### config.mk
export PLATFORM = sky130hd
export DESIGN_NAME = lecnt_queue
export DESIGN_NICKNAME = d
export VERILOG_FILES = /design/src/rtl/core/lecnt_pkg.sv /design/src/rtl/core/lecnt_queue.sv
export VERILOG_INCLUDE_DIRS = /design/src /design/src/rtl/core
export SDC_FILE = /design/constraint.sdc
export NUM_CORES = 1
export LEC_CHECK = 0
export BUFFER_PORTS_ARGS = -buffer_cell sky130_fd_sc_hd__buf_2
export CAP_MARGIN = 20
export CORE_UTILIZATION = 40
export DETAILED_ROUTE_END_ITERATION = 10
export GPL_TIMING_DRIVEN = 1
export PLACE_DENSITY = 0.68
export SLEW_MARGIN = 15
export SYNTH_ARGS = -nofsm -noshare
export SYNTH_HDL_FRONTEND = slang
export SYNTH_SLANG_ARGS = --single-unit
export TNS_END_PERCENT = 20
### constraint.sdc
create_clock -name clock -period 3.6 [get_ports clock]
set_clock_uncertainty 0.05 [all_clocks]
set_input_delay 0.36 -clock clock [delete_from_list [all_inputs] [get_ports clock]]
set_output_delay 0.36 -clock clock [all_outputs]
set_load 0.005 [all_outputs]
### src/rtl/core/laplacian_edge_pixel_counter_top_defines.svh
// Assertion macros shared by the edge counter RTL.
// Every user of these macros names its clock "clock" and its reset "reset".
`ifndef LAPLACIAN_EDGE_PIXEL_COUNTER_TOP_DEFINES_SVH
`define LAPLACIAN_EDGE_PIXEL_COUNTER_TOP_DEFINES_SVH
`ifndef SYNTHESIS
`define LECNT_ASSERT(label, prop, msg) \
   label: assert property (@(posedge clock) disable iff (reset) prop) \
      else $error(msg);
`define LECNT_ASSERT_NEVER(label, cond, msg) \
   `LECNT_ASSERT(label, !(cond), msg)
`else
`define LECNT_ASSERT(label, prop, msg)
`define LECNT_ASSERT_NEVER(label, cond, msg)
`endif
`endif

### src/rtl/core/lecnt_pkg.sv
`default_nettype none
package lecnt_pkg;

   localparam int CFG_W          = 12;
   localparam int PIX_W          = 8;
   localparam int COUNT_W        = 23;
   localparam int RSP_DATA_W     = 24;
   localparam int DEF_MAX_WIDTH  = 2048;
   localparam int DEF_MAX_HEIGHT = 2048;
   localparam int QUEUE_DEPTH    = 4;

   localparam logic [CFG_W-1:0] FRAME_WIDTH_RESET  = 12'd640;
   localparam logic [CFG_W-1:0] FRAME_HEIGHT_RESET = 12'd480;

   // Filter geometry: a 5x5 window fed by four stored rows.
   localparam int WIN        = 5;
   localparam int LINE_ROWS  = WIN - 1;
   localparam int LINE_W     = LINE_ROWS * PIX_W;
   localparam int EDGE_LEVEL = 255;
   localparam int ROWSUM_W   = $clog2(WIN * 255 + 1);
   localparam int TOTAL_W    = $clog2(WIN * WIN * 255 + 1);

   typedef enum logic [0:0] {
      CSR_FRAME_WIDTH  = 1'b0,
      CSR_FRAME_HEIGHT = 1'b1
   } csr_index_type;

   // Position of a byte within the Y Y Cb Cr group.
   localparam logic [1:0] PHASE_Y0 = 2'd0;
   localparam logic [1:0] PHASE_Y1 = 2'd1;
   localparam logic [1:0] PHASE_CR = 2'd3;

   typedef struct packed {
      logic pix;
      logic calc;
      logic first;
      logic emit;
   } cmd_flags_type;

   function automatic logic [CFG_W-1:0] clamp_dim(input logic [CFG_W-1:0] v,
                                                 input int unsigned maxv);
      logic [CFG_W-1:0] r;
      if (v == '0) begin
         r = CFG_W'(1);
      end else if (32'(v) > maxv) begin
         r = CFG_W'(maxv);
      end else begin
         r = v;
      end
      return r;
   endfunction

endpackage
`default_nettype wire

### src/rtl/core/lecnt_queue.sv
`default_nettype none
`include "laplacian_edge_pixel_counter_top_defines.svh"
module lecnt_queue import lecnt_pkg::*; #(
   parameter int DATA_W  = 8,
   parameter int DEPTH   = QUEUE_DEPTH,
   localparam int PTR_W  = (DEPTH > 1) ? $clog2(DEPTH) : 1,
   localparam int CNT_W  = $clog2(DEPTH + 1)
) (
   input  logic              clock,
   input  logic              reset,
   input  logic              wr_en,
   input  logic [DATA_W-1:0] wr_data,
   output logic              full,
   input  logic              rd_en,
   output logic [DATA_W-1:0] rd_data,
   output logic              empty
);

   logic [DATA_W-1:0] slot_ff [DEPTH];
   logic [PTR_W-1:0]  wr_ptr_ff, wr_ptr_in, rd_ptr_ff, rd_ptr_in;
   logic [CNT_W-1:0]  count_ff, count_in;

   always_comb begin
      full    = (count_ff == CNT_W'(DEPTH));
      empty   = (count_ff == '0);
      rd_data = slot_ff[rd_ptr_ff];

      wr_ptr_in = wr_ptr_ff;
      if (wr_en) begin
         wr_ptr_in = (wr_ptr_ff == PTR_W'(DEPTH - 1)) ? '0 : wr_ptr_ff + 1'b1;
      end
      rd_ptr_in = rd_ptr_ff;
      if (rd_en) begin
         rd_ptr_in = (rd_ptr_ff == PTR_W'(DEPTH - 1)) ? '0 : rd_ptr_ff + 1'b1;
      end
      count_in = count_ff;
      if (wr_en && !rd_en) begin
         count_in = count_ff + 1'b1;
      end else if (rd_en && !wr_en) begin
         count_in = count_ff - 1'b1;
      end
   end

   always_ff @(posedge clock) begin
      if (wr_en) begin
         slot_ff[wr_ptr_ff] <= wr_data;
      end
   end

   always_ff @(posedge clock) begin
      if (reset) begin
         wr_ptr_ff <= '0;
         rd_ptr_ff <= '0;
         count_ff  <= '0;
      end else begin
         wr_ptr_ff <= wr_ptr_in;
         rd_ptr_ff <= rd_ptr_in;
         count_ff  <= count_in;
      end
   end

   `LECNT_ASSERT_NEVER(a_q_overflow, wr_en && full, "write into a full queue")
   `LECNT_ASSERT_NEVER(a_q_underflow, rd_en && empty, "read from an empty queue")

endmodule
`default_nettype wire

Word-level counts from Yosys, hierarchy flattened
Memory sizes are Yosys's and may differ from the RTL's. A register that Yosys moved wholly into a read port is not among the register bits.
Cells that the tools add are included.
{"block": "totals", "inputBits": 12, "regBits": 7, "memories": 1, "output_inout_bits": 10, "ramBits": 32}
{"block": "classes", "n_eq_ne": 3, "reduce_logical": 6, "n_addsub": 4, "muxes": 8}
{"name": "slot_ff", "depth": 4, "width": 8, "rd": 1, "rd_ports_with_merged_regs": 1, "wr": 1, "line": "lecnt_queue.sv:19", "text": "logic [DATA_W-1:0] slot_ff [DEPTH];"}
{"cell": "2-to-1 mux 2 bit", "count": 4}
{"cell": "2-to-1 mux 3 bit", "count": 2}
{"cell": "adder 2 x 1 -> 2 bit (second input constant)", "count": 2}
{"cell": "equality test 2 bit (second input constant)", "count": 2}
{"cell": "adder 3 x 1 -> 3 bit (second input constant)", "count": 1}
{"cell": "equality test 3 bit (second input constant)", "count": 1}
{"cell": "zero test 3 bit", "count": 1}
{"cell": "subtractor 3 x 1 -> 3 bit (second input constant)", "count": 1}
{"cell": "logical AND 1 bit", "count": 2}
{"cell": "zero test 1 bit", "count": 2}
{"cell": "2-to-1 mux 1 bit", "count": 2}
{"cell": "nonzero test 2 bit", "count": 1}

Depth between registers and ports, before layout
Gate-level depths: netlist (run 1).
{"block": "depth", "depth_word": 4, "ltp_mapped": 7, "ltp_nobuf": 7}

Worst setup path before layout (run 1)
No wires, ideal clock.
{"block": "synth_path", "kind": "input to register", "startpoint": "input port rd_en", "endpoint": "register count_ff[2]", "path_stages": 7, "required_ns": 3.480, "t_arrival_ns": 1.552, "setup_ns": 0.070, "path_slack_ns": 1.928, "path_cell_list": "inv_1 -> ha_1 -> inv_1 -> fa_1 -> xor2_1 -> or3_1 -> a21oi_1"}
{"block": "synth_between", "elab_chain_len": 3, "elab_cells_between_ends": 5, "cone_classes": "mux: 1; reduce/logical: 4"}
{"item": "start, declared", "line": "lecnt_queue.sv:14", "text": "input logic rd_en,"}
{"item": "zero test 1 bit", "line": "lecnt_queue.sv:37", "text": "if (wr_en && !rd_en) begin"}
{"item": "logical AND 1 bit", "line": "lecnt_queue.sv:37"}
{"item": "2-to-1 mux 3 bit / nonzero test 2 bit (equally long branches)"}
{"item": "end signal, assigned", "line": "lecnt_queue.sv:58", "text": "count_ff <= count_in;"}
{"item": "end, declared", "line": "lecnt_queue.sv:21", "text": "logic [CNT_W-1:0] count_ff, count_in;"}
Parallel ways exist; a longest one is shown, timed or not.
A chain may end at the register's enable or synchronous reset.

==> impl_metrics.tcl, run 1 <==
set metrics [dict create \
    die-width_um 65.2 \
    clockPowerShare 0.301 \
    setup_viol 0 \
    cts_tree "built" \
    rsz0062_at_grt "no" \
    switchingPower_mw 0.214 \
    yosys_warnings 0 \
    hold_viol 0 \
    nets 131 \
    status "finished, final reports clean" \
    seq_power_share 0.596 \
    syn_nets 105 \
    antenna_found_initial 0 \
    clkLatencyLatePin_ns 0.29 \
    synth.avg_cell_area_um2 18.6 \
    max-cap-violations 0 \
    die_h_um 65.2 \
    wl_per_cell_um 14.9 \
    cts_root_buffer "clkbuf_8" \
    grt_pass1_vias 887 \
    grt_usage 0.135 \
    max_freq_mhz 479 \
    whs_ns 0.230 \
    syn_area_mm2 0.00160 \
    grt_first_pass_wirelength_um 4040 \
    postSynthCellCount 86 \
    io_buffers 21 \
    crit_fanout 8 \
    power_leakage_nw 0.677 \
    tns_ns 0 \
    start_util 0.427 \
    cp_cell_sequence "mux4_2, buf_2" \
    async_flop_share 0 \
    worstPathRequired_ns 3.19 \
    layout-drive-gt1-share 0.327 \
    cts_max_level 2 \
    synthFlopType "edfxtp_1" \
    synth-seq-area-share 0.714 \
    grt_max_degree 14 \
    ant_nets 0 \
    yosysUniqueCellTypes 17 \
    nFillCells 342 \
    synth_seq_cells 41 \
    cts_buffer_depth 2 \
    ctsHoldBuffers 0 \
    ios 22 \
    dr.pass1.iters 4 \
    hold_class "in -> reg" \
    power.total_mw 0.938 \
    dieArea_mm2 0.00425 \
    slew_viol_final 0 \
    cp_data_arrival_time_ns 1.68 \
    cts_buffers 5 \
    slowest_delay_ns 0.67 \
    p_per_area_mw_per_mm2 512 \
    dr_total_vias 811 \
    ir_worst_vdd_uv 226 \
    pwr-share-comb 0.104 \
    criticalPathCategory "reg -> out" \
    synth_area_leaders "edfxtp_1 60%, dfxtp_1 11%, mux4_2 11%, ha_1 4.7%, mux2i_1 2.5%" \
    maxSlewHeadroom 0.635 \
    p_int_mw 0.724 \
    dr.first_iter.drc_count 22 \
    min_period_ns 2.09 \
    clkSinkCount 41 \
    worst_pin_slew_ns 0.546 \
    dpl.hpwl_um 1720 \
    netlist.area_leader.share 0.601 \
    multi_input_area_um2 425 \
    synth_edf_count 32 \
    gp_congestion 0.786 \
    placementRows 22 \
    crit_path_start_kind "register" \
    yosysTopAreaCell "edfxtp_1" \
    viasPerCell 5.04 \
    cts_post_setup_buffers_inserted 0 \
    yosysMostFrequentCell "edfxtp_1" \
    yosys-top-cells-count "32 x edfxtp_1, 9 x dfxtp_1, 8 x mux4_2, 7 x nor2_1, 6 x ha_1" \
    swShare 0.228 \
    cp_slowest_cell "dfxtp_1" \
    cts-resized-gates 0 \
    seq_area_mm2 0.00114 \
    fin_crit_sh 0.580 \
    clk_pin_slew_ns 0.07 \
    finalWirelength_um 2410 \
    core_area_mm2 0.00374 \
    diodes 0 \
    cp-end-kind "primary output" \
    grt-ovfl-total 0 \
    drc 0 \
    area_delta_synth_final_pct 14.7 \
]
final timing paths:
check	startpoint	to	slack [ns]	depth (start not counted)
min reg2reg	count_ff[2]$_SDFFE_PP0P_	count_ff[2]$_SDFFE_PP0P_	0.48	2
max	register	rd_data[5]	1.51	2
max reg2reg	count_ff[0]$_SDFFE_PP0P_	count_ff[2]$_SDFFE_PP0P_	2.08	4
min	wr_data[6]	slot_ff[3][6]$_DFFE_PP_	0.23	1
state kept, by name, indices dropped and copies added, names as in the netlist, named ones only:
signal and flops:
count_ff 3, slot_ff 32, rd_ptr_ff 2, wr_ptr_ff 2
placed cells by master, fill, tap and decap left out:
cell        instances
nor3b_1             2
nor3_1              1
or3_1               1
o21ai_0             1
mux4_2              8
buf_2              21
mux2i_1             4
edfxtp_1           32
fa_1                1
and2_1              4
dfxtp_1             9
clkinv_2            2
clkinvlp_4          1
inv_1               4
a21oi_1             2
nor2_1              7
ha_1                6
xor2_1              2
clkbuf_8            5
per-layer routing:
layer | global-route usage | vias to the layer above | wire (µm)
li1 | - | 378 | -
met3 | 0.0365 | 6 | 136
met1 | 0.147 | 400 | 986
met2 | 0.237 | 27 | 1240
met5 | 0 | - | 0
met4 | 0.0761 | 0 | 43
cell type report:
cell class / instances / share of cell area
Sequential cell: 41 / 0.623
Multi-Input combinational cell: 39 / 0.232
Timing Repair Buffer: 21 / 0.0573
Clock buffer: 5 / 0.0375
Tap cell: 48 / 0.0328
Clock inverter: 3 / 0.00956
Inverter: 4 / 0.00819
cell families (layout without fill, tap and decap cells):
kind of cell | count (synthesis) | count (layout) | share of synthesized area
compound gates | 3 | 3 | 0.00939
xor+xnor | 2 | 2 | 0.0110
fa+ha+maj | 7 | 7 | 0.0595
buf+inv | 6 | 33 | 0.0196
flops | 41 | 41 | 0.714
mux | 12 | 12 | 0.138
simple gates | 15 | 15 | 0.0485
power by group through the flow:
stage | Clock [mW] | Combinational [mW] | Sequential, mW
floorplan | 0 | 0.0668 | 0.559
global placement | 0 | 0.0940 | 0.568
detailed placement | 0 | 0.0986 | 0.571
CTS | 0.289 | 0.0995 | 0.560
global route | 0.309 | 0.109 | 0.563
finish | 0.282 | 0.0973 | 0.559
critical path, delay by kind of cell (launching register included):
kind                   cells  cell delay, ns
DFF                        1            0.67
buffers and inverters      1            0.14
muxes                      1            0.58
per-stage QoR:
step | worst slack [ns] | util | cell area (µm²) | std cells
floorplan | 1.93 | - | 1600 | 86
global placement | 1.77 | 0.467 | 1750 | 153
detailed placement | 1.70 | 0.467 | 1750 | 153
CTS | 1.44 | 0.490 | 1830 | 161
global route | 1.39 | 0.490 | 1830 | 161
finish | 1.51 | 0.490 | 1830 | 161
Power figures use the tool's default switching activity.
==> run 2: changes to the inputs <==
--- a/config.mk
+++ b/config.mk
@@ -6,6 +6,7 @@
 export SDC_FILE = /design/constraint.sdc
 export NUM_CORES = 1
 export LEC_CHECK = 0
+export ABC_AREA = 1
 export BUFFER_PORTS_ARGS = -buffer_cell sky130_fd_sc_hd__buf_2
 export CAP_MARGIN = 20
 export CORE_UTILIZATION = 40
==> constraint.sdc (replaced) <==
create_clock -name clock -period 2.2 [get_ports clock]
set_clock_uncertainty 0.05 [all_clocks]
set_input_delay 0.22 -clock clock [delete_from_list [all_inputs] [get_ports clock]]
set_output_delay 0.22 -clock clock [all_outputs]
set_load 0.005 [all_outputs]
==> run 2 against run 1 <==
  * Sequential power grew 62%
  * Highest routed layer unchanged
  * Critical path depth grew 2
  * Setup slack lost 1.0 ns
  * Hold slack lost 0.14 ns
  * Non-clock buffer count grew 1
  * Wire length grew 11%
  * Total power grew 76%
  * Global-route usage grew 0.82 points
  * Cell count grew 31%
  * Design area grew 4.3%
==> impl_metrics.tcl, run 2 <==
set metrics [dict create \
    gp_congestion 0.732 \
    synth_edf_count 32 \
    yosys-top-cells-count "32 x edfxtp_1, 22 x nor2_1, 15 x inv_1, 15 x o21ai_0, 9 x dfxtp_1" \
    seq_area_mm2 0.00114 \
    max-cap-violations 0 \
    power_leakage_nw 0.767 \
    worstPathRequired_ns 1.93 \
    multi_input_area_um2 428 \
    cts_buffers 5 \
    yosysUniqueCellTypes 19 \
    p_per_area_mw_per_mm2 863 \
    placementRows 22 \
    grt_max_degree 17 \
    regToRegStartpoint "wr_ptr_ff[0]$_SDFFE_PP0P_" \
    worst_pin_slew_ns 0.363 \
    max_freq_mhz 580 \
    antenna_found_initial 0 \
    cts-resized-gates 0 \
    dr.pass1.iters 4 \
    rsz0062_at_grt "no" \
    hold_class "in -> reg" \
    grt_usage 0.144 \
    instances_no_fill 211 \
    ctsHoldBuffers 0 \
    final_common_cell "edfxtp_1" \
    fin_crit_sh 0.784 \
    status "finished, final reports clean" \
    cts_max_level 2 \
    hp-start "wr_data[6]" \
    synth.avg_cell_area_um2 12.2 \
    clkSinkCount 41 \
    diodes 0 \
    crit_fanout 9 \
    dpl.hpwl_um 1890 \
    place_inst 203 \
    nets 181 \
    cp_num_buf_inv 2 \
    whs_ns 0.0913 \
    nFillCells 344 \
    clk_pin_slew_ns 0.07 \
    largest_reg_flops 32 \
    crit_family "buffers and inverters" \
    cts_root_buffer "clkbuf_8" \
    hold_viol 0 \
    tns_ns 0 \
    dr.first_iter.drc_count 44 \
    yosys_warnings 0 \
    synth_area_leaders "edfxtp_1 58%, dfxtp_1 11%, nor2_1 5.0%, ha_1 4.5%, o21ai_0 4.5%" \
    synth_seq_cells 41 \
    grt_first_pass_wirelength_um 4340 \
    die-width_um 66.3 \
    async_flop_share 0 \
    slew_viol_final 0 \
    postSynthCellCount 135 \
    layout-drive-gt1-share 0.209 \
    cts_post_setup_buffers_inserted 0 \
    io_buffers 21 \
    yosysMostFrequentCell "edfxtp_1" \
    slowest_delay_ns 0.41 \
    grt-ovfl-total 0 \
    crit_path_start_kind "register" \
    dieArea_mm2 0.00439 \
    finalWirelength_um 2670 \
    synth-seq-area-share 0.691 \
    maxSlewHeadroom 0.758 \
    cp_cell_sequence "inv_1, o21ai_0, o22ai_1, buf_2" \
    netlist.area_leader.share 0.582 \
    ant_nets 0 \
    drc 0 \
    most-common-layout-cells "32 x edfxtp_1, 22 x nor2_1, 21 x buf_2, 15 x inv_1, 15 x o21ai_0" \
    viasPerCell 4.93 \
    clkLatencyLatePin_ns 0.28 \
    ir_worst_vdd_uv 410 \
    cp-end-kind "primary output" \
    reg.largest.list "slot_ff x32, count_ff x3" \
    regMostFlops "slot_ff" \
    cts_tree "built" \
    min_period_ns 1.73 \
    start_util 0.435 \
    syn_nets 154 \
    setup_slack_ns 0.475 \
    wl_per_cell_um 12.6 \
    area_delta_synth_final_pct 15.8 \
    dp_slack_ns 0.631 \
    die_h_um 66.3 \
    ios 22 \
    setup_viol 0 \
    synthFlopType "edfxtp_1" \
    cp_slowest_cell "dfxtp_1" \
    cp_data_arrival_time_ns 1.46 \
    syn_area_mm2 0.00165 \
    criticalPathCategory "reg -> out" \
    grt_pass1_vias 1007 \
    yosysTopAreaCell "edfxtp_1" \
    core_area_mm2 0.00380 \
    dr_total_vias 1040 \
    cts_buffer_depth 2 \
]
[run 2: kinds of logic after synthesis]
group           after synthesis  share of synthesized area
flops                        41                      0.691
simple gates                 38                     0.0947
compound gates               30                      0.102
buf+inv                      18                     0.0500
fa+ha+maj                     7                     0.0576
xor+xnor                      1                    0.00530
[run 2: routing by layer]
metal,GRT usage,part of all wire
met1,0.150,0.43
met2,0.250,0.52
met3,0.0517,0.039
met4,0.0771,0.015
met5,0,0
[run 2: worst register-to-register path, delay by kind of cell (launching register included)]
| family | cells | cell delay (ns) |
|---|---|---|
| fa+ha+maj | 1 | 0.20 |
| buf+inv | 1 | 0.28 |
| flops | 1 | 0.40 |
| simple gates | 1 | 0.06 |
[run 2: cell type report]
type | count | area share
Sequential cell | 41 | 0.597
Clock inverter | 3 | 0.0216
Multi-Input combinational cell | 76 | 0.224
Timing Repair Buffer | 22 | 0.0589
Tap cell | 48 | 0.0314
Inverter | 16 | 0.0314
Clock buffer | 5 | 0.0360
[run 2: path summary, 6_finish.rpt]
check	slack, ns	depth (start not counted)	to
setup / recovery	0.47	4	rd_data[2]
setup reg to reg	0.88	3	slot_ff[3][7]$_DFFE_PP_
hold / removal	0.09	1	slot_ff[3][6]$_DFFE_PP_
hold reg to reg	0.49	2	wr_ptr_ff[1]$_SDFFE_PP0P_
[run 2: through the flow]
| step | area [µm²] | power [mW] | utilization |
|---|---|---|---|
| 2_1_floorplan | 1650 | 1.03 | - |
| 3_3_place_gp | 1800 | 1.09 | 0.474 |
| 3_5_place_dp | 1800 | 1.10 | 0.474 |
| 4_1_cts | 1910 | 1.67 | 0.503 |
| 5_1_grt | 1910 | 1.73 | 0.503 |
| 6_report | 1910 | 1.65 | 0.503 |
[run 2: report_power, final]
| group | internal [mW] | switching (mW) |
|---|---|---|
| Combinational | 0.0739 | 0.104 |
| Clock | 0.333 | 0.234 |
| Sequential | 0.878 | 0.0275 |
| Total | 1.29 | 0.365 |
==> run 3: changes to the inputs <==
==> constraint.sdc (replaced) <==
create_clock -name clock -period 1.7 [get_ports clock]
set_clock_uncertainty 0.05 [all_clocks]
set_input_delay 0.17 -clock clock [delete_from_list [all_inputs] [get_ports clock]]
set_output_delay 0.17 -clock clock [all_outputs]
set_load 0.005 [all_outputs]
==> run 3 against run 2 <==
  * Clock power up 29%
  * Register-to-register slack worse by 0.51 ns
  * Non-clock buffer count unchanged
  * Highest routed layer unchanged
  * Sequential cell count unchanged
  * Sequential share of layout area is 0.13 points higher
==> impl_metrics.tcl, run 3 (synthesis gave the netlist of run 2 again) <==
set metrics [dict create \
    status "finished, final reports clean" \
    clk_pin_slew_ns 0.08 \
    crit_fanout 9 \
    grt_max_degree 17 \
    grt_pass1_vias 1015 \
    multi_input_area_um2 428 \
    dr.first_iter.drc_count 40 \
    final_common_cell "edfxtp_1" \
    rsz0062_at_grt "no" \
    largest_reg_flops 32 \
    cts_root_buffer "clkbuf_8" \
    setup_viol 0 \
    wl_per_cell_um 12.9 \
    dr.pass1.iters 4 \
    p_int_mw 1.67 \
    start_util 0.435 \
    fin_area_mm2 0.00191 \
    cts_buffers 5 \
    nFillCells 335 \
    grt-ovfl-total 0 \
    slew_viol_final 0 \
    place_area_mm2 0.00180 \
    placementRows 22 \
    area_delta_synth_final_pct 15.8 \
    nets 181 \
    ios 22 \
    finalWirelength_um 2720 \
    swShare 0.218 \
    seq_power_share 0.551 \
    hold_viol 0 \
    cp_data_arrival_time_ns 1.34 \
    cp-end-kind "primary output" \
    maxSlewHeadroom 0.751 \
    dpl.hpwl_um 1950 \
    io_buffers 21 \
    dieArea_mm2 0.00439 \
    viasPerCell 4.90 \
    ctsHoldBuffers 0 \
    worst_pin_slew_ns 0.372 \
    criticalPathCategory "reg -> out" \
    min_period_ns 1.56 \
    cts_buffer_depth 2 \
    gp_congestion 0.726 \
    max-cap-violations 0 \
    cts_tree "built" \
    drc 0 \
    clockPowerShare 0.343 \
    layout-drive-gt1-share 0.221 \
    grt_first_pass_wirelength_um 4590 \
    regMostFlops "slot_ff" \
    crit_path_start_kind "register" \
    grt_usage 0.147 \
    clkLatencyLatePin_ns 0.28 \
    diodes 0 \
    reg.largest.list "slot_ff x32, count_ff x3" \
    worstPathRequired_ns 1.48 \
    ir_worst_vdd_uv 587 \
    p_per_area_mw_per_mm2 1120 \
    seq_area_mm2 0.00114 \
    max_freq_mhz 643 \
    pwr-share-comb 0.106 \
    antenna_found_initial 0 \
    core_area_mm2 0.00380 \
    ant_nets 0 \
    clkSinkCount 41 \
    power_leakage_nw 0.771 \
    tns_ns 0 \
    cts_max_level 2 \
    switchingPower_mw 0.465 \
    die-width_um 66.3 \
    dr_total_vias 1034 \
    hold_class "in -> reg" \
    die_h_um 66.3 \
    most-common-layout-cells "32 x edfxtp_1, 22 x nor2_1, 21 x buf_2, 15 x inv_1, 15 x o21ai_0" \
    fin_crit_sh 0.915 \
]
[run 3: cell count changes in the layout (fill, tap and decap cells not counted)]
cell,delta
clkinv_2,+1
clkinv_1,-1
clkinvlp_4,-1
dfxtp_2,+2
clkbuf_1,+1
dfxtp_1,-2
[run 3: timing repair]
item / in CTS / in global routing
setup buffers: 0 / 0
endpoints found under the setup margin: 3 / 7
gates resized for setup: 1 / 1
[run 3: cell type report]
class	instances	area share
sequential	41	0.598
multi-input combinational	76	0.224
timing repair buffer	22	0.0589
clock buffer	6	0.0380
inverter	16	0.0314
tap	48	0.0314
clock inverter	2	0.0183
[run 3: critical path: stages (launching register included)]
cell and delay (ns):
dfxtp_2 0.37, inv_1 0.25, o21ai_0 0.14, o22ai_1 0.15, buf_2 0.14
[run 3: stage by stage]
| step | instances | total power [mW] | utilization | setup slack, ns | hold WS (ns) |
|---|---|---|---|---|---|
| 2_1_floorplan | 135 | 1.33 | - | 0.429 | 0.192 |
| 3_3_place_gp | 203 | 1.41 | 0.474 | 0.282 | 0.329 |
| 3_5_place_dp | 203 | 1.43 | 0.474 | 0.234 | 0.340 |
| 4_1_cts | 211 | 2.15 | 0.503 | 0.0338 | 0.0450 |
| 5_1_grt | 211 | 2.24 | 0.503 | 0.0266 | 0.0472 |
| 6_report | 211 | 2.13 | 0.503 | 0.144 | 0.0431 |
[run 3: power by group through the flow]
stage          Sequential [mW]  Combinational [mW]  Clock (mW)
4_1_cts                   1.18               0.231       0.743
3_3_place_gp              1.19               0.219           0
6_report                  1.17               0.227       0.732
5_1_grt                   1.18               0.265       0.790
3_5_place_dp              1.20               0.230           0
2_1_floorplan             1.18               0.147           0
[run 3: layer usage]
metal | vias to the layer above | track usage | wire length, µm
met5 | - | 0 | 0
met4 | 0 | 0.0559 | 43
met2 | 19 | 0.255 | 1470
met3 | 6 | 0.0431 | 115
li1 | 524 | - | -
met1 | 485 | 0.169 | 1090
[run 3: path summary, 6_finish.rpt]
path                             end  depth (start not counted)  slack (ns)                      start
min reg2reg                 register                          2        0.49  rd_ptr_ff[1]$_SDFFE_PP0P_
max                       rd_data[1]                          4        0.14                   register
max reg2reg  slot_ff[3][5]$_DFFE_PP_                          3        0.37  wr_ptr_ff[0]$_SDFFE_PP0P_
min          slot_ff[3][4]$_DFFE_PP_                          1        0.04                 wr_data[4]
