[config.mk]
export PLATFORM = sky130hd
export DESIGN_NAME = lecnt_front
export DESIGN_NICKNAME = d
export VERILOG_FILES = /design/src/rtl/core/lecnt_pkg.sv /design/src/rtl/core/lecnt_front.sv
export VERILOG_INCLUDE_DIRS = /design/src /design/src/rtl/core
export SDC_FILE = /design/constraint.sdc
export NUM_CORES = 1
export LEC_CHECK = 0
export ABC_AREA = 1
export BUFFER_PORTS_ARGS = -buffer_cell sky130_fd_sc_hd__clkbuf_2
export CAP_MARGIN = 5
export CORE_UTILIZATION = 54
export CTS_BUF_LIST = sky130_fd_sc_hd__clkbuf_16
export CTS_CLUSTER_SIZE = 20
export DETAILED_ROUTE_END_ITERATION = 7
export GPL_TIMING_DRIVEN = 1
export MAX_ROUTING_LAYER = met4
export PLACE_DENSITY_LB_ADDON = 0.05
export SYNTH_ARGS = -nofsm -noshare
export SYNTH_HDL_FRONTEND = slang
export SYNTH_SLANG_ARGS = --single-unit
[constraint.sdc]
create_clock -name clock -period 8.44 [get_ports clock]
set_clock_uncertainty 0.2 [all_clocks]
set_input_delay 1.688 -clock clock [delete_from_list [all_inputs] [get_ports clock]]
set_output_delay 1.688 -clock clock [all_outputs]
set_load 0.02 [all_outputs]
[src/rtl/core/laplacian_edge_pixel_counter_top_defines.svh]
// Assertion macros shared by the edge counter RTL.
// Every user of these macros names its clock "clock" and its reset "reset".
`ifndef LAPLACIAN_EDGE_PIXEL_COUNTER_TOP_DEFINES_SVH
`define LAPLACIAN_EDGE_PIXEL_COUNTER_TOP_DEFINES_SVH
`ifndef SYNTHESIS
`define LECNT_ASSERT(label, prop, msg) \
   label: assert property (@(posedge clock) disable iff (reset) prop) \
      else $error(msg);
`define LECNT_ASSERT_NEVER(label, cond, msg) \
   `LECNT_ASSERT(label, !(cond), msg)
`else
`define LECNT_ASSERT(label, prop, msg)
`define LECNT_ASSERT_NEVER(label, cond, msg)
`endif
`endif

[src/rtl/core/lecnt_pkg.sv]
`default_nettype none
package lecnt_pkg;

   localparam int CFG_W          = 12;
   localparam int PIX_W          = 8;
   localparam int COUNT_W        = 23;
   localparam int RSP_DATA_W     = 24;
   localparam int DEF_MAX_WIDTH  = 2048;
   localparam int DEF_MAX_HEIGHT = 2048;
   localparam int QUEUE_DEPTH    = 4;

   localparam logic [CFG_W-1:0] FRAME_WIDTH_RESET  = 12'd640;
   localparam logic [CFG_W-1:0] FRAME_HEIGHT_RESET = 12'd480;

   // Filter geometry: a 5x5 window fed by four stored rows.
   localparam int WIN        = 5;
   localparam int LINE_ROWS  = WIN - 1;
   localparam int LINE_W     = LINE_ROWS * PIX_W;
   localparam int EDGE_LEVEL = 255;
   localparam int ROWSUM_W   = $clog2(WIN * 255 + 1);
   localparam int TOTAL_W    = $clog2(WIN * WIN * 255 + 1);

   typedef enum logic [0:0] {
      CSR_FRAME_WIDTH  = 1'b0,
      CSR_FRAME_HEIGHT = 1'b1
   } csr_index_type;

   // Position of a byte within the Y Y Cb Cr group.
   localparam logic [1:0] PHASE_Y0 = 2'd0;
   localparam logic [1:0] PHASE_Y1 = 2'd1;
   localparam logic [1:0] PHASE_CR = 2'd3;

   typedef struct packed {
      logic pix;
      logic calc;
      logic first;
      logic emit;
   } cmd_flags_type;

   function automatic logic [CFG_W-1:0] clamp_dim(input logic [CFG_W-1:0] v,
                                                 input int unsigned maxv);
      logic [CFG_W-1:0] r;
      if (v == '0) begin
         r = CFG_W'(1);
      end else if (32'(v) > maxv) begin
         r = CFG_W'(maxv);
      end else begin
         r = v;
      end
      return r;
   endfunction

endpackage
`default_nettype wire

[src/rtl/core/lecnt_front.sv]
`default_nettype none
`include "laplacian_edge_pixel_counter_top_defines.svh"
module lecnt_front import lecnt_pkg::*; #(
   parameter int MAX_WIDTH  = DEF_MAX_WIDTH,
   parameter int MAX_HEIGHT = DEF_MAX_HEIGHT,
   localparam int COL_W     = $clog2(MAX_WIDTH),
   localparam int ROW_W     = $clog2(MAX_HEIGHT + 1)
) (
   input  logic                clock,
   input  logic                reset,
   input  logic                csr_wen,
   input  logic                csr_addr,
   input  logic [CFG_W-1:0]    csr_wdata,
   input  logic                req_tvalid,
   output logic                req_tready,
   input  logic [PIX_W-1:0]    req_tdata,
   input  logic                req_tuser,
   input  logic                q_full,
   output logic                push,
   output cmd_flags_type       push_flags,
   output logic [PIX_W-1:0]    push_pix,
   output logic [COL_W-1:0]    push_col
);

   logic [CFG_W-1:0] width_ff;
   logic [CFG_W-1:0] height_ff;
   logic [COL_W-1:0] col_ff, col_in, col_cur, col_nx;
   logic [ROW_W-1:0] row_ff, row_in, row_cur, row_nx;
   logic [1:0]       phase_ff, phase_in, phase_cur, last_phase;
   logic [CFG_W-1:0] w_eff, h_eff;
   logic             take, emit, accept;

   always_ff @(posedge clock) begin
      if (reset) begin
         width_ff  <= FRAME_WIDTH_RESET;
         height_ff <= FRAME_HEIGHT_RESET;
      end else if (csr_wen) begin
         unique case (csr_index_type'(csr_addr))
            CSR_FRAME_WIDTH:  width_ff  <= csr_wdata;
            CSR_FRAME_HEIGHT: height_ff <= csr_wdata;
            default: ;
         endcase
      end
   end

   always_comb begin
      w_eff      = clamp_dim(width_ff, MAX_WIDTH);
      h_eff      = clamp_dim(height_ff, MAX_HEIGHT);
      last_phase = (w_eff[0] & h_eff[0]) ? PHASE_Y1 : PHASE_CR;

      // A frame start restarts the position before this byte is used.
      col_cur   = req_tuser ? '0 : col_ff;
      row_cur   = req_tuser ? '0 : row_ff;
      phase_cur = req_tuser ? PHASE_Y0 : phase_ff;

      take = ((phase_cur == PHASE_Y0) || (phase_cur == PHASE_Y1)) &&
             (32'(row_cur) < 32'(h_eff));

      col_nx = col_cur;
      row_nx = row_cur;
      if (take) begin
         if (32'(col_cur) + 32'd1 >= 32'(w_eff)) begin
            col_nx = '0;
            row_nx = ROW_W'(32'(row_cur) + 32'd1);
         end else begin
            col_nx = COL_W'(32'(col_cur) + 32'd1);
         end
      end

      emit   = (32'(row_nx) >= 32'(h_eff)) && (phase_cur == last_phase);
      accept = req_tvalid && req_tready;

      push             = accept && (take || emit);
      push_flags.pix   = take;
      push_flags.calc  = take && (32'(col_cur) >= 32'(WIN - 1)) &&
                         (32'(row_cur) >= 32'(WIN - 1));
      push_flags.first = take && (col_cur == '0) && (row_cur == '0);
      push_flags.emit  = emit;
      push_pix         = req_tdata;
      push_col         = col_cur;

      col_in   = col_ff;
      row_in   = row_ff;
      phase_in = phase_ff;
      if (accept) begin
         if (emit) begin
            col_in   = '0;
            row_in   = '0;
            phase_in = PHASE_Y0;
         end else begin
            col_in   = col_nx;
            row_in   = row_nx;
            phase_in = phase_cur + 2'd1;
         end
      end
   end

   assign req_tready = !q_full;

   always_ff @(posedge clock) begin
      if (reset) begin
         col_ff   <= '0;
         row_ff   <= '0;
         phase_ff <= PHASE_Y0;
      end else begin
         col_ff   <= col_in;
         row_ff   <= row_in;
         phase_ff <= phase_in;
      end
   end

   `LECNT_ASSERT(a_emit_restarts, (push && push_flags.emit) |=> (phase_ff == PHASE_Y0 && col_ff == '0 && row_ff == '0), "position not cleared after the count transaction")

endmodule
`default_nettype wire

# Word level (Yosys, flattened, before mapping)
# Index checks and enable logic that the tools add are counted.
# totals
reg_bits	49
# op_classes
n_addsub	3
magnitude_cmp	7
reduce_logical	18
bitwise	2
n_mux	15
n_eq_ne	2
# ops
operator	n
two-way mux 12 bit	8
two-way mux 11 bit	4
zero test 12 bit	3
>= comparator 32 x 12 -> 1 bit	1
greater-than comparator 12 bit (second input constant)	2
adder 11 x 1 -> 12 bit (second input constant)	1
adder 12 x 1 -> 12 bit (second input constant)	1
>= comparator 12 bit	1
>= comparator 12 x 3 -> 1 bit (second input constant)	1
< comparator 12 bit	1
>= comparator 11 x 3 -> 1 bit (second input constant)	1
zero test 11 bit	1
logical AND 1 bit	8
two-way mux 2 bit	3
AND reduction 2 bit	2
adder 2 x 1 -> 2 bit (second input constant)	1
equality test 2 x 1 -> 1 bit (second input constant)	1
equality test 2 bit	1
zero test 2 bit	1
logical OR 1 bit	2
bitwise AND 1 bit	1
zero test 1 bit	1
inverter 1 bit	1

# Logic depth before layout (Yosys ltp)
# Gate-level depths: netlist of the first run.
# depth
ltp_word	10
depth_mapped	35

# Least setup slack after synthesis of the first run
# Ideal clock, no wire load.
# synth_timing
path_kind	input port to output port
startpoint	input req_tuser
endpoint	output push
path_stages	28
slack_ns	0.979
arrival_time_ns	5.573
path_cell_list	buf_6 nor2_1 ha_1 nand2_1 nor2_1 nand4_1 xor2_1 ha_1 nand2_1 nor2_1 a211oi_2 clkbuf_1 nand4_1 nand2_1 nand3_1 nand2_1 inv_1 ha_1 nand2_1 inv_1 nand3_1 inv_1 nand3_1 nand3_1 nor2_1 nor2_4 nor2_1 nor2_1
# synth_between
elab_chain_len	9
word_cells_on_any_way	18
cone_classes	add/sub: 2; order compare: 3; eq/ne: 2; mux: 5; reduce/logical: 6
# synth_lines
item	line	source
start: declaration	lecnt_front.sv:17	input logic req_tuser,
two-way mux 11 bit	lecnt_front.sv:52	col_cur = req_tuser ? '0 : col_ff;
via push_col[0]	lecnt_front.sv:22	output logic [COL_W-1:0] push_col
adder 11 x 1 -> 12 bit	--	
>= comparator 32 x 12 -> 1 bit	lecnt_front.sv:62	if (32'(col_cur) + 32'd1 >= 32'(w_eff)) begin
two-way mux 12 bit	lecnt_front.sv:62	
two-way mux 12 bit	lecnt_front.sv:61	if (take) begin
>= comparator 12 bit	lecnt_front.sv:70	emit = (32'(row_nx) >= 32'(h_eff)) && (phase_cur == last_phase);
logical AND 1 bit	lecnt_front.sv:70	
via emit	lecnt_front.sv:31	logic take, emit, accept;
logical OR 1 bit	lecnt_front.sv:73	push = accept && (take || emit);
logical AND 1 bit	lecnt_front.sv:73	
end: declaration	lecnt_front.sv:19	output logic push,
# The timed path passes the listed nets, and every way through them passes these cells.

# Worst setup path after layout of the first run
# layout_timing
startpoint	input req_tuser
endpoint	output push
# layout_between
elab_chain_len	9
word_cells_on_any_way	18
cone_classes	add/sub: 2; order compare: 3; eq/ne: 2; mux: 5; reduce/logical: 6
# layout_lines
item	line
two-way mux 11 bit or two-way mux 2 bit (tied branches)	lecnt_front.sv:52, lecnt_front.sv:54
adder 11 x 1 -> 12 bit, or another cell as far along	--
>= comparator 32 x 12 -> 1 bit or logical OR 1 bit (tied branches)	lecnt_front.sv:62, lecnt_front.sv:56
two-way mux 12 bit or logical AND 1 bit (tied branches)	lecnt_front.sv:62, lecnt_front.sv:56
two-way mux 12 bit	lecnt_front.sv:61
>= comparator 12 bit	lecnt_front.sv:70
logical AND 1 bit	lecnt_front.sv:70
logical OR 1 bit (*)	lecnt_front.sv:73
logical AND 1 bit (*)	lecnt_front.sv:73
# Mark *: on every way between the ends. The rest lies on a longest branch, timed or not.

==> impl_metrics.toml, run 1 <==
[outcome]
status = "complete, no violations"

[layout]
post_route_cells_drive_above_1_share_pct = 10.7
finalNetCount = 757
final_cells = 791
fillers = 748
num_antenna_cells = 0
design_area_sq_mm = 0.00456
area_growth_pct = 7.77
post-route-util_pct = 61.6

[cts]
cts.clk_slew.worst_paths_ns = 0.07
ctsResizeCount = 0
cts_sinks = 49
postCtsSetupBuffers = 0
cts_tree = "built"
cts_hold_buf = 0
insertion_delay_ns = 0.30
htree_levels = 2
clockBufferDepth = 2
cts_buffers = 5
cts_root_buffer = "clkbuf_16"

[place]
routabilityCongestion = 0.931
post-place-cells = 782
postPlaceCellArea_sq_mm = 0.00436
dp_hpwl_mm = 9.17
io_buffers = 35

[synth]
synth.distinct_cells = 34
synth_edf_count = 0
synthesis.nets = 743
ys_seq_elements = 49
synthArstFlopShare_pct = 0
synth-xor-area-share_pct = 3.31
yosysSeqAreaShare_pct = 23.2
yosysWarnings = 0
syn-mean-instance-area_sq_um = 6.26
yosys.area_share.simple_pct = 39.4
synth_compound_area_share_pct = 9.81
synth.cell_area_sq_mm = 0.00424
synth_top_family_by_area = "simple AND/OR/NAND/NOR gates"
synth_fa_ha_area_share_pct = 11.5
yosys-mux-area-fraction_pct = 0
syn_inst = 677
ys.flop_type = "dfxtp_1"

[power]
p_leak_nw = 2.35
p_sw_w = 0.000206
clockPowerShare_pct = 40.0
p_per_area_mw_per_mm2 = 147
p_seq_share_pct = 37.4
power_w = 0.000670
p_int_w = 0.000464
ir_drop_v = 0.0000971
switching_share_pct = 30.7
p_comb_share_pct = 22.6

[drt]
vias_per_cell = 5.54
drc_errors = 0
ant_nets = 0
dr.pass1.iters = 5
wirelength_mm = 12.1
initialDrtViolationCount = 346
via_count = 4380
wl_per_cell_um = 15.3

[global_route]
grt_use_total_pct = 31.5
grt_max_degree = 28
grt_pass1_wl_mm = 20.1
antenna_found_initial = 0
grt_pass1_vias = 4082
overflow = 0

[sta]
max_freq_ghz = 0.125
slew_headroom_pct = 56.7
rsz0062_at_grt = "no"
worst_pin_slew_ns = 0.641
fin_tns_setup_ns = 0
min_period_ns = 7.97
finalCritPeriodShare_pct = 94.4
hold_violations = 0
setup_viol_count_final = 0
drv_slew = 0

[worst_setup_path]
cp_slowest_stage_delay_ns = 0.33
end_kind = "output pin"
critPathArrivalTime_ns = 6.08
crit_path_start_kind = "input port"
worstPathRequired_ns = 6.55
r2r_cells = 28
crit_fanout = 13
criticalPathCategory = "in -> out"
crit_top_cell = "nand2_1"
slowest_stage = "nand3_2"

[floorplan]
start_util_pct = 57.2
dieArea_sq_mm = 0.00820
rows = 31
num_io_pins = 52
die_h_um = 90.6
die_x_um = 90.6
core_sq_mm = 0.00741

[job]
drv_cap = 0

[hold_path]
worstHoldPathCells = 2
worstHoldPathType = "reg -> reg"
## worst paths after layout
check                                from         to  slack, ns
worst max-delay path            req_tuser       push       0.47
worst min-delay path            col_ff[4]  col_ff[4]       0.27
worst max register to register  col_ff[1]  row_ff[7]       3.25
worst min register to register  col_ff[4]  col_ff[4]       0.27
## power by group through the flow
stage | combinational, W | sequential, W | clock [W]
after floorplan | 0.000120 | 0.000253 | 0
after global placement | 0.000146 | 0.000255 | 0
after detailed placement | 0.000149 | 0.000256 | 0
after CTS | 0.000150 | 0.000250 | 0.000266
after global routing | 0.000174 | 0.000252 | 0.000277
final | 0.000151 | 0.000250 | 0.000268
## worst max-delay path, delay by kind of cell
family | cells | cell delay, ns
buffers and inverters | 6 | 0.85
xor gates and xnor gates | 1 | 0.26
adders and majority gates | 2 | 0.52
AOI/OAI and AO/OA | 2 | 0.42
and+or+nand+nor | 19 | 2.30
## per-layer routing
metal | track usage [%] | share of wire [%] | wire (um) | vias to the layer above
li1 | - | - | - | 2209
met5 | - | 0 | 0 | -
met1 | 41.3 | 47 | 5650 | 2006
met2 | 50.6 | 46 | 5540 | 152
met4 | 8.74 | 1.1 | 137 | 0
met3 | 4.21 | 6.3 | 758 | 13
## area by class of cell
class	count	area, sq um	share of cell area, %
sequential	49	981	21.5
multi-input combinational	507	2720	59.5
inverter	85	319	6.99
clock inverter	3	65.1	1.43
clock buffer	5	125	2.74
tap	99	124	2.71
timing repair buffer	43	233	5.10
## cells in the mapped netlist, types with 2 or more instances
library cell  count  share of area [%]
a211oi_1          2               0.35
a21oi_1          43                5.1
buf_2             7               0.83
buf_4            11                1.9
buf_6             5                1.3
clkbuf_1         13                1.2
dfxtp_1          49                 23
ha_1             39                 12
inv_1            82                7.3
inv_2             3               0.27
nand2_1         197                 17
nand2_2           3               0.44
nand2_4           3               0.80
nand3_1          63                7.4
nand4_1          23                3.4
nor2_1           61                5.4
nor2_2            4               0.59
nor3_1           11                1.3
nor3_2            3               0.71
nor4_1            2               0.30
o21a_1            2               0.35
o21ai_0          23                2.7
or2_1             2               0.30
xor2_1           16                3.3
## per-stage QoR
step | setup WS (ns) | hold slack [ns]
after CTS | 0.383 | 0.270
final | 0.471 | 0.271
after detailed placement | 0.422 | 0.260
after global routing | 0.0770 | 0.297
after global placement | 0.507 | 0.250
after floorplan | 0.979 | 0.243
## cell families (layout without fill, tap and decap cells)
kind of cell	count (synthesis)	in the layout
fa+ha+maj	39	39
buf+inv	121	136
xor+xnor	16	16
flops	49	49
compound gates	76	76
simple gates	376	376
## sequential cells by signal (all words and copies together) (netlist names)
signal,flops
col_ff,11
height_ff,12
row_ff,12
phase_ff,2
width_ff,12
## cell usage in the layout, fill, tap and decap left out, drive strengths merged, types with 23 or more instances in the layout
cell,n
dfxtp,49
ha,39
nand3,64
a21oi,43
clkbuf,41
nor2,67
nand4,24
nand2,203
inv,85
o21ai,23
(Power assumes the default switching activity.)
==> run 2: changes to the inputs <==
--- a/config.mk
+++ b/config.mk
@@ -9,6 +9,7 @@
 export ABC_AREA = 1
 export BUFFER_PORTS_ARGS = -buffer_cell sky130_fd_sc_hd__clkbuf_2
 export CAP_MARGIN = 5
+export CORE_ASPECT_RATIO = 1.5
 export CORE_UTILIZATION = 54
 export CTS_BUF_LIST = sky130_fd_sc_hd__clkbuf_16
 export CTS_CLUSTER_SIZE = 20
==> run 2 against run 1 <==
  * Maximum frequency down 1.3%
  * Via count rose by 1.7%
  * Global-route usage up 2.6 points
  * Die area barely moved
  * Clock power shrank 13%
  * First-iteration DRC count shrank 4.9%
  * Routed wire length increased by 6.4%
  * Critical path depth decreased by 2
==> impl_metrics.toml, run 2 (synthesis gave the netlist of run 1 again) <==
[drt]
vias_per_cell = 5.62
drc_errors = 0
ant_nets = 0
dr.pass1.iters = 5
initialDrtViolationCount = 329
wl_per_cell_um = 16.2
wirelength_mm = 12.9
via_count = 4453

[layout]
layout_commonest_cell = "nand2_1"
final_cell_mix = "nand2_1 (197), inv_1 (83), nand3_1 (62), nor2_1 (61), dfxtp_1 (49)"
finalNetCount = 755
reg_top3 = "height_ff (12), row_ff (12), width_ff (12)"
design_area_sq_mm = 0.00453
area_growth_pct = 7.03
post_route_cells_drive_above_1_share_pct = 10.3
post-route-util_pct = 59.5
fillers = 800
num_antenna_cells = 0

[floorplan]
die_h_um = 110
die_x_um = 74.3
dieArea_sq_mm = 0.00821
rows = 39
core_sq_mm = 0.00761
num_io_pins = 52
start_util_pct = 55.6

[hold_path]
worstHoldPathCells = 2
min_to = "col_ff[1]"
min_from = "col_ff[1]"
worstHoldPathType = "reg -> reg"

[worst_setup_path]
slowest_stage = "inv_2"
crit_path_start_kind = "input port"
regToRegStartpoint = "height_ff[4]"
end_kind = "output pin"
critPathArrivalTime_ns = 6.18
r2r-end = "row_ff[3]"
r2r_slack_ns = 2.89
crit_fanout = 14
criticalPathCategory = "in -> out"
r2r_cells = 22
cp_slowest_stage_delay_ns = 0.32
worstPathRequired_ns = 6.55

[cts]
insertion_delay_ns = 0.30
cts_sinks = 49
cts_tree = "built"
cts_root_buffer = "clkbuf_16"
htree_levels = 2
clockBufferDepth = 2
cts.clk_slew.worst_paths_ns = 0.07
postCtsSetupBuffers = 0
cts_buffers = 5

[power]
p_seq_share_pct = 39.5
clockPowerShare_pct = 36.6
switching_share_pct = 31.7
p_sw_w = 0.000201
p_per_area_mw_per_mm2 = 140
p_int_w = 0.000434
ir_drop_v = 0.000129
p_leak_nw = 2.33
p_comb_share_pct = 23.9

[global_route]
grt_use_total_pct = 34.0
grt_pass1_wl_mm = 20.6
grt_pass1_vias = 4270
antenna_found_initial = 0
overflow = 0
grt_max_degree = 28

[sta]
hold_violations = 0
finalWorstSetupSlack_ns = 0.369
rsz0062_at_grt = "no"
max_freq_ghz = 0.124
setup_viol_count_final = 0
worst_pin_slew_ns = 1.12
min_period_ns = 8.07
hold_slack_ns = 0.264
fin_tns_setup_ns = 0
finalCritPeriodShare_pct = 95.6
drv_slew = 0
slew_headroom_pct = 24.5

[outcome]
status = "complete, no violations"

[job]
drv_cap = 0

[place]
routabilityCongestion = 0.911
io_buffers = 35
dp_slack_ns = 0.376
dp_hpwl_mm = 9.58
postPlaceCellArea_sq_mm = 0.00436
==> run 2: changes by cell type in the layout (fill, tap and decap cells not counted) <==
cell       previous run  this run
inv_1                82        83
bufinv_16             2         1
buf_4                 7         6
clkinv_2              1         0
clkbuf_2             36        35
clkinv_4              0         1
==> run 2: per-stage QoR <==
| step | cells | power (W) |
|---|---|---|
| 3_3_place_gp | 784 | 0.000401 |
| 2_1_floorplan | 677 | 0.000373 |
| 6_report | 792 | 0.000635 |
| 4_1_cts | 792 | 0.000640 |
| 5_1_grt | 792 | 0.000671 |
| 3_5_place_dp | 784 | 0.000405 |
==> run 2: per-layer routing <==
layer | global-route usage [%] | vias up | routed length [um]
met5 | - | - | 0
met3 | 3.74 | 42 | 519
met1 | 37.5 | 2048 | 4990
met4 | 20.0 | 0 | 694
met2 | 57.2 | 153 | 6650
li1 | - | 2210 | -
==> run 2: critical path: cells and delay by family <==
family | cells | cell delay [ns]
adders and majority gates | 2 | 0.54
AOI/OAI and AO/OA | 3 | 0.59
xor gates and xnor gates | 1 | 0.32
and+or+nand+nor | 17 | 2.07
buffers and inverters | 5 | 0.95
==> run 2: layout make-up <==
class	count	area, sq um	area share [%]
inverter	85	319	7.04
sequential	49	981	21.6
clock inverter	3	42.5	0.938
multi-input combinational	507	2720	60.0
timing repair buffer	41	220	4.86
clock buffer	5	125	2.76
tap	102	128	2.82
==> run 2: worst max-delay path by stage <==
stage / startpoint / to / slack, ns / depth (start not counted)
final: req_tuser / push / 0.37 / 28
after floorplan: req_tuser / push / 0.98 / 28
after global placement: req_tuser / push / 0.45 / 26
after CTS: req_tuser / push / 0.34 / 26
after global routing: req_tuser / push / 0.07 / 28
after detailed placement: req_tuser / push / 0.38 / 26
==> run 2: power by group through the flow <==
stage                     registers [W]  logic [W]  clock network (W)
after floorplan                0.000253   0.000120                  0
after detailed placement       0.000256   0.000149                  0
after global placement         0.000256   0.000145                  0
after CTS                      0.000251   0.000150           0.000239
final                          0.000251   0.000151           0.000233
after global routing           0.000252   0.000173           0.000246
==> run 2: what timing repair did <==
action / in CTS / in global routing
hold buffers: 0 / 0
endpoints found under the setup margin: 0 / 1
gates resized for setup: 0 / 1
==> run 3: changes to the inputs <==
--- a/config.mk
+++ b/config.mk
@@ -11,12 +11,13 @@
 export CAP_MARGIN = 5
 export CORE_ASPECT_RATIO = 1.5
 export CORE_UTILIZATION = 54
-export CTS_BUF_LIST = sky130_fd_sc_hd__clkbuf_16
+export CTS_BUF_LIST = sky130_fd_sc_hd__clkbuf_8
 export CTS_CLUSTER_SIZE = 20
 export DETAILED_ROUTE_END_ITERATION = 7
 export GPL_TIMING_DRIVEN = 1
 export MAX_ROUTING_LAYER = met4
 export PLACE_DENSITY_LB_ADDON = 0.05
+export SLEW_MARGIN = 20
 export SYNTH_ARGS = -nofsm -noshare
 export SYNTH_HDL_FRONTEND = slang
 export SYNTH_SLANG_ARGS = --single-unit
==> run 3 against run 2 <==
  * Sequential share of layout area up 0.24 points
  * Flip-flop and latch count stayed put
  * Final area decreased by 1.1%
  * Maximum frequency grew 0.31%
  * Non-clock buffer count stayed put
  * Largest power group unchanged
==> impl_metrics.toml, run 3 (synthesis gave the netlist of run 1 again) <==
[place]
routabilityCongestion = 0.911
io_buffers = 35
post-place-cells = 784
postPlaceCellArea_sq_mm = 0.00436
dp_hpwl_mm = 9.58

[layout]
fillers = 812
reg_top3 = "height_ff (12), row_ff (12), width_ff (12)"
num_antenna_cells = 0
area_growth_pct = 5.88
final_cells = 792
design_area_sq_mm = 0.00448
final_cell_mix = "nand2_1 (197), inv_1 (83), nand3_1 (62), nor2_1 (61), dfxtp_1 (49)"
post_route_cells_drive_above_1_share_pct = 10.4
finalNetCount = 755
layout_commonest_cell = "nand2_1"

[global_route]
grt_use_met1_pct = 38.1
grt_pass1_vias = 4259
overflow = 0
grt_pass1_wl_mm = 20.6
antenna_found_initial = 0
grt_use_total_pct = 33.8
met3_usage_pct = 3.83
grt_busiest_layer = "met2"
use_met2_pct = 56.2
grt_max_degree = 28

[drt]
dr.pass1.iters = 5
vias_per_cell = 5.55
wl_per_cell_um = 16.0
via_count = 4393
drc_errors = 0
ant_nets = 0
wirelength_mm = 12.7
initialDrtViolationCount = 309

[cts]
insertion_delay_ns = 0.31
clockBufferDepth = 2
cts_sinks = 49
ctsResizeCount = 0
cts_root_buffer = "clkbuf_8"
cts_hold_buf = 0
htree_levels = 2
cts_tree = "built"
postCtsSetupBuffers = 0
cts.clk_slew.worst_paths_ns = 0.10
cts_buffers = 5

[worst_setup_path]
crit_cells = 28
r2r_slack_ns = 3.26
r2r_cells = 22
cp_slowest_stage_delay_ns = 0.33
regToRegStartpoint = "height_ff[4]"
r2r-end = "row_ff[7]"
worstPathRequired_ns = 6.55
crit_path_start_kind = "input port"
crit_fanout = 14
critical-path-top-delay-family = "simple AND/OR/NAND/NOR gates"
crit_buf_inv = 5
end_kind = "output pin"
criticalPathCategory = "in -> out"
slowest_stage = "xor2_1"
critPathArrivalTime_ns = 6.16

[floorplan]
core_sq_mm = 0.00761
die_h_um = 110
start_util_pct = 55.6
rows = 39
num_io_pins = 52
die_x_um = 74.3
dieArea_sq_mm = 0.00821

[hold_path]
min_to = "col_ff[1]"
worstHoldPathType = "reg -> reg"
worstHoldPathCells = 2
min_from = "col_ff[1]"

[sta]
rsz0062_at_grt = "no"
slew_headroom_pct = 54.8
max_freq_ghz = 0.124
fin_tns_setup_ns = 0
drv_slew = 0
setup_viol_count_final = 0
finalCritPeriodShare_pct = 95.3
worst_pin_slew_ns = 0.670
hold_violations = 0
min_period_ns = 8.05

[power]
p_per_area_mw_per_mm2 = 128
p_leak_nw = 2.31
ir_drop_v = 0.000111

[job]
drv_cap = 0

[outcome]
status = "complete, no violations"
## run 3: cell counts in the layout (fill, tap and decap cells not counted)
Identical to the previous run, type by type.
## run 3: routing by layer
metal  share of wire [%]  routed length, um
met5                   0                  0
met4                 5.9                754
met3                 5.1                646
met2                  51               6490
met1                  38               4790
## run 3: through the flow
step	setup slack [ns]	power, W	hold WS [ns]	utilization (%)
floorplan	0.979	0.000373	0.243	-
global placement	0.445	0.000401	0.252	57.3
detailed placement	0.376	0.000405	0.257	57.3
CTS	0.355	0.000580	0.272	58.7
global route	0.0713	0.000612	0.296	58.9
finish	0.394	0.000576	0.268	58.9
## run 3: final cells by class
type                            instances  area [sq um]  area share, %
Multi-Input combinational cell        507          2730           60.8
Tap cell                              102           128           2.85
Clock buffer                            5          68.8           1.53
Clock inverter                          3          42.5          0.949
Timing Repair Buffer                   41           220           4.91
Inverter                               85           319           7.11
Sequential cell                        49           981           21.9
## run 3: worst max-delay path by stage
stage	startpoint	end	slack (ns)
global route	req_tuser	push	0.07
global placement	req_tuser	push	0.45
detailed placement	req_tuser	push	0.38
floorplan	req_tuser	push	0.98
CTS	req_tuser	push	0.35
finish	req_tuser	push	0.39
## run 3: power by group
part	total, W	internal, W	switching [W]
Clock	0.000174	0.0000880	0.0000864
Sequential	0.000251	0.000242	0.00000850
Combinational	0.000151	0.0000519	0.0000991
## run 3: tightest hold or removal path: cells and delay by family, from the launching register on
kind / cells / cell delay, ns
simple gates: 1 / 0.06
compound gates: 1 / 0.05
flops: 1 / 0.32
